--- src/hw/rtl/ctb_pkg.sv ---
// Shared types and constants for the Cartesian tree builder.
package ctb_pkg;

  localparam int unsigned MaxNodesDef = 1024;
  localparam int unsigned IdW         = 11;
  localparam int unsigned PrioW       = 32;
  localparam int unsigned OpW         = 2;

  typedef enum logic [OpW-1:0] {
    OP_INSERT  = 2'd0,
    OP_QUERY   = 2'd1,
    OP_RESTART = 2'd2,
    OP_NONE    = 2'd3
  } op_e;

  typedef enum logic [3:0] {
    ST_CLEAR,
    ST_IDLE,
    ST_I_CHK,
    ST_I_POP,
    ST_I_LOAD,
    ST_I_LINK,
    ST_I_FIX,
    ST_Q_OUT
  } state_e;

  // read address source for the link tables
  typedef enum logic [1:0] {
    TAB_IN,
    TAB_ID,
    TAB_TOP
  } tab_sel_e;

  typedef struct packed {
    logic     accept;
    tab_sel_e tab_sel;
    logic     clr_we;
    logic     pop;
    logic     load_top;
    logic     link_we;
    logic     fix_we;
    logic     out_load;
  } ctb_cmd_t;

  typedef struct packed {
    logic can_insert;
    logic pop_cond;
    logic clr_done;
    logic out_free;
  } ctb_sts_t;

endpackage

--- src/hw/rtl/ctb_ctrl.sv ---
// Sequencer for insert, query and restart.
module ctb_ctrl import ctb_pkg::*; (
  input  logic     clk_i,
  input  logic     rst_ni,
  input  logic     in_valid_i,
  input  op_e      in_op_i,
  output logic     in_ready_o,
  input  ctb_sts_t sts_i,
  output ctb_cmd_t cmd_o
);

  state_e state_q, state_d;

  always_ff @(posedge clk_i or negedge rst_ni) begin
    if (!rst_ni) begin
      state_q <= ST_CLEAR;
    end else begin
      state_q <= state_d;
    end
  end

  always_comb begin
    state_d = state_q;
    case (state_q)
      ST_CLEAR:  if (sts_i.clr_done) state_d = ST_IDLE;
      ST_IDLE: begin
        if (in_valid_i) begin
          case (in_op_i)
            OP_INSERT:  state_d = ST_I_CHK;
            OP_QUERY:   state_d = ST_Q_OUT;
            OP_RESTART: state_d = ST_CLEAR;
            default:    state_d = ST_IDLE;
          endcase
        end
      end
      ST_I_CHK:  state_d = sts_i.can_insert ? ST_I_POP : ST_IDLE;
      ST_I_POP:  state_d = sts_i.pop_cond ? ST_I_LOAD : ST_I_LINK;
      ST_I_LOAD: state_d = ST_I_POP;
      ST_I_LINK: state_d = ST_I_FIX;
      ST_I_FIX:  state_d = ST_IDLE;
      ST_Q_OUT:  if (sts_i.out_free) state_d = ST_IDLE;
      default:   state_d = ST_CLEAR;
    endcase
  end

  always_comb begin
    cmd_o          = '0;
    cmd_o.tab_sel  = TAB_ID;
    in_ready_o     = 1'b0;
    case (state_q)
      ST_CLEAR:  cmd_o.clr_we = 1'b1;
      ST_IDLE: begin
        in_ready_o    = 1'b1;
        cmd_o.tab_sel = TAB_IN;
        cmd_o.accept  = in_valid_i;
      end
      ST_I_POP: begin
        cmd_o.tab_sel = TAB_TOP;
        cmd_o.pop     = sts_i.pop_cond;
      end
      ST_I_LOAD: cmd_o.load_top = 1'b1;
      ST_I_LINK: cmd_o.link_we  = 1'b1;
      ST_I_FIX:  cmd_o.fix_we   = 1'b1;
      ST_Q_OUT:  cmd_o.out_load = sts_i.out_free;
      default:   cmd_o.clr_we   = 1'b0;
    endcase
  end

endmodule

--- config.mk ---
export PLATFORM = sky130hd
export DESIGN_NAME = ctb_ctrl
export DESIGN_NICKNAME = d
export VERILOG_FILES = /design/src/hw/rtl/ctb_pkg.sv /design/src/hw/rtl/ctb_ctrl.sv
export SDC_FILE = /design/constraint.sdc
export NUM_CORES = 1
export LEC_CHECK = 0
export ABC_AREA = 1
export BUFFER_PORTS_ARGS = -buffer_cell sky130_fd_sc_hd__clkbuf_2
export CAP_MARGIN = 10
export CELL_PAD_IN_SITES_DETAIL_PLACEMENT = 1
export CELL_PAD_IN_SITES_GLOBAL_PLACEMENT = 1
export CORE_AREA = 4 4 41 43
export DETAILED_ROUTE_END_ITERATION = 7
export DIE_AREA = 0 0 45 47
export GPL_ROUTABILITY_DRIVEN = 0
export PLACE_DENSITY_LB_ADDON = 0.1
export SYNTH_ARGS = -nofsm -noshare
export SYNTH_HDL_FRONTEND = slang
export SYNTH_SLANG_ARGS = --single-unit
--- constraint.sdc ---
create_clock -name clk_i -period 1.2 [get_ports clk_i]
set_input_delay 0.24 -clock clk_i [delete_from_list [all_inputs] [get_ports clk_i]]
set_output_delay 0.24 -clock clk_i [all_outputs]
set_load 0.01 [all_outputs]
==> results.py <==
metrics = {
    "clock_network": {
        "clkSinkCount": 3,
        "cts_tree": "built",
        "cts_made_buffers": 3,
        "clk_latency_ns": 0.23,
        "clkTransAtPathRegs_ns": 0.04,
        "clk_path_buf_depth": 2,
        "htree_levels": 1,
        "cts_root_buf": "clkbuf_4",
    },
    "worst_setup_path": {
        "path_cells": "buf_12 -> nor2_4 -> nand2_2 -> inv_2 -> buf_6",
        "crit_type": "flip-flop to primary output",
        "crit_fanout": 7,
        "regToRegSetupSlack_ns": -0.06,
        "cp_slowest_cell": "dfrtp_1",
        "reg2reg_depth": 8,
        "critPathLaunchType": "flip-flop",
        "crit_arrival_ns": 1.12,
        "cp-end-kind": "primary output",
        "crit-reg2reg-launch": "state_q[1]",
        "max_stage_delay_ns": 0.40,
        "required_ns": 0.96,
        "reg2reg_to": "state_q[2]",
    },
    "global_route": {
        "grt_max_degree": 8,
        "grt_pass1_wl_um": 1524,
        "gr-total-overflow": 0,
        "grt_usage_pct": 9.652,
        "antenna_found_initial": 0,
        "grt_pass1_vias": 377,
    },
    "min_path": {
        "whs_path_depth": 5,
        "hold_path_startpoint": "in_op_i[0]",
        "holdCritPathClass": "input pin to flip-flop",
        "hold_end": "state_q[0]",
    },
    "synthesis": {
        "ys_ff_latch": 3,
        "yosysUniqueCellTypes": 13,
        "avgSynthCellArea_sq_um": 6.281,
        "synth_seq_area_share_pct": 23.44,
        "synthesis.area_sq_um": 320.3,
        "syn-num-nets": 60,
        "yosys_warnings": 0,
        "netlist_instances": 51,
    },
    "power": {
        "p_per_area_nw_per_um2": 2407,
        "clkPwrFrac_pct": 11.8,
        "power_frac_seq_pct": 16.6,
        "p_sw_share_pct": 45.34,
        "p_leak_nw": 0.3560,
        "power.internal_w": 0.0008099,
        "ir_worst_vdd_v": 0.0006713,
        "pwr-share-comb_pct": 71.6,
        "p_sw_w": 0.0006717,
    },
    "timing": {
        "fin_worst_skew_ns": 0.001956,
        "rsz0062_at_grt": "yes",
        "tightest_slew_ns": 0.2061,
        "fin_ws_ns": -0.1622,
        "fmax_mhz": 734.1,
        "fin_crit_ns": 1.362,
        "hold_viol_final": 0,
        "slew_violations": 0,
        "period_share_pct": 113.5,
        "setup_viol": 13,
        "slew_headroom_pct": 86.26,
    },
    "floorplan": {
        "io_pins": 19,
        "rows": 13,
        "die_area_sq_um": 2115,
        "coreArea_sq_um": 1301,
        "start_util_pct": 24.62,
        "fp.dieH_um": 47,
        "die_w_um": 45,
    },
    "finish": {
        "diodes": 0,
        "finalCoreUtilization_pct": 47.31,
        "top_register": "state_q",
        "reg_top3": "state_q x3",
        "syn_to_final_growth_pct": 92.19,
        "final_area_sq_um": 615.6,
        "nets": 93,
        "final_common_cell": "nand2_1",
        "layout_common_cells": "13 x nand2_1, 11 x clkbuf_2, 8 x buf_4, 6 x nor2_1, 6 x inv_1",
        "layout-drive-gt1-share_pct": 61.45,
        "largest_reg_flops": 3,
    },
    "detailed_routing": {
        "dr.pass1.iters": 4,
        "drt_iter0_markers": 7,
        "wl_per_cell_um": 10.31,
        "via_per_inst": 4.143,
        "num_vias": 406,
        "wirelength_um": 1010,
        "ant_nets": 0,
        "drc": 0,
    },
    "status": {
        "violations": "negative setup slack",
        "status": "finished with violations",
    },
    "place": {
        "io_buffers": 18,
        "dp_hpwl_um": 753.4,
        "place_area_sq_um": 434.2,
        "place_ws_ns": 0.002949,
    },
    "job": {
        "drv_cap": 0,
    },
}
## synth_stat cells
| library cell | count | area (sq um) |
|---|---|---|
| buf_6 | 2 | 22.52 |
| dfrtp_1 | 3 | 75.07 |
| inv_1 | 7 | 26.28 |
| inv_2 | 2 | 7.510 |
| nand2_1 | 14 | 52.55 |
| nand2_2 | 3 | 18.77 |
| nand2_4 | 1 | 11.26 |
| nand3_1 | 3 | 15.01 |
| nand4_1 | 2 | 12.51 |
| nor2_1 | 6 | 22.52 |
| nor2_2 | 3 | 18.77 |
| nor2_4 | 2 | 22.52 |
| nor3_1 | 3 | 15.01 |
## power groups by stage
| stage | combinational [W] | clock, W | sequential (W) |
|---|---|---|---|
| after floorplan | 0.000559 | 0 | 0.000182 |
| after CTS | 0.000812 | 0.000179 | 0.000231 |
| after global routing | 0.00117 | 0.000194 | 0.000254 |
| final | 0.00106 | 0.000174 | 0.000246 |
| after detailed placement | 0.000736 | 0 | 0.000223 |
| after global placement | 0.000733 | 0 | 0.000224 |
## worst max path at each step
stage / start / cells after the start / end / slack (ns)
detailed placement: state_q[2] / 7 / state_q[2] / 0.003
CTS: state_q[0] / 5 / cmd_o[4] / -0.17
global route: state_q[2] / 5 / cmd_o[4] / -0.23
global placement: state_q[0] / 5 / cmd_o[4] / -0.007
finish: state_q[2] / 5 / cmd_o[4] / -0.16
floorplan: state_q[1] / 3 / cmd_o[8] / 0.11
## logic make-up after synthesis
| kind of cell | share of synthesized area (%) |
|---|---|
| and+or+nand+nor | 58.98 |
| buffers and inverters | 17.58 |
| DFF | 23.44 |
## metal layers
layer | routed length, um | vias to the layer above | GRT usage (%)
li1 | - | 217 | -
met1 | 412 | 178 | 11.87
met2 | 535 | 11 | 17.23
met3 | 61 | 0 | 1.149
met4 | 0 | 0 | 3.509
met5 | 0 | - | 0
## critical path: cells and delay by family (launching register included)
family / cells / cell delay, ns
DFF: 1 / 0.40
buffers and inverters: 3 / 0.29
and+or+nand+nor: 2 / 0.19
## per-stage QoR
stage	hold WS, ns	power, W	TNS [ns]	instances
4_1_cts	0.3365	0.001222	-1.102	91
5_1_grt	0.3450	0.001618	-2.071	98
6_report	0.3537	0.001482	-1.275	98
3_3_place_gp	0.03767	0.0009560	-0.006792	84
3_5_place_dp	0.03757	0.0009592	0	84
2_1_floorplan	-0.05559	0.0007411	0	51
## layout make-up
type	count	area, sq um
Clock buffer	4	26.28
Fill cell	170	685.7
Inverter	9	36.28
Multi-Input combinational cell	37	226.5
Sequential cell	3	77.57
Tap cell	15	18.77
Timing Repair Buffer	30	230.2
## repair_timing
action / in CTS / in global routing
endpoints found under the setup margin: 10 / 13
buffers inserted: 2 / 7
resized for setup: 6 / 17
hold buffers: 1 / 0
endpoints found under the hold margin: 3 / 0
pin swaps: 3 / 5
(Power assumes the default switching activity.)
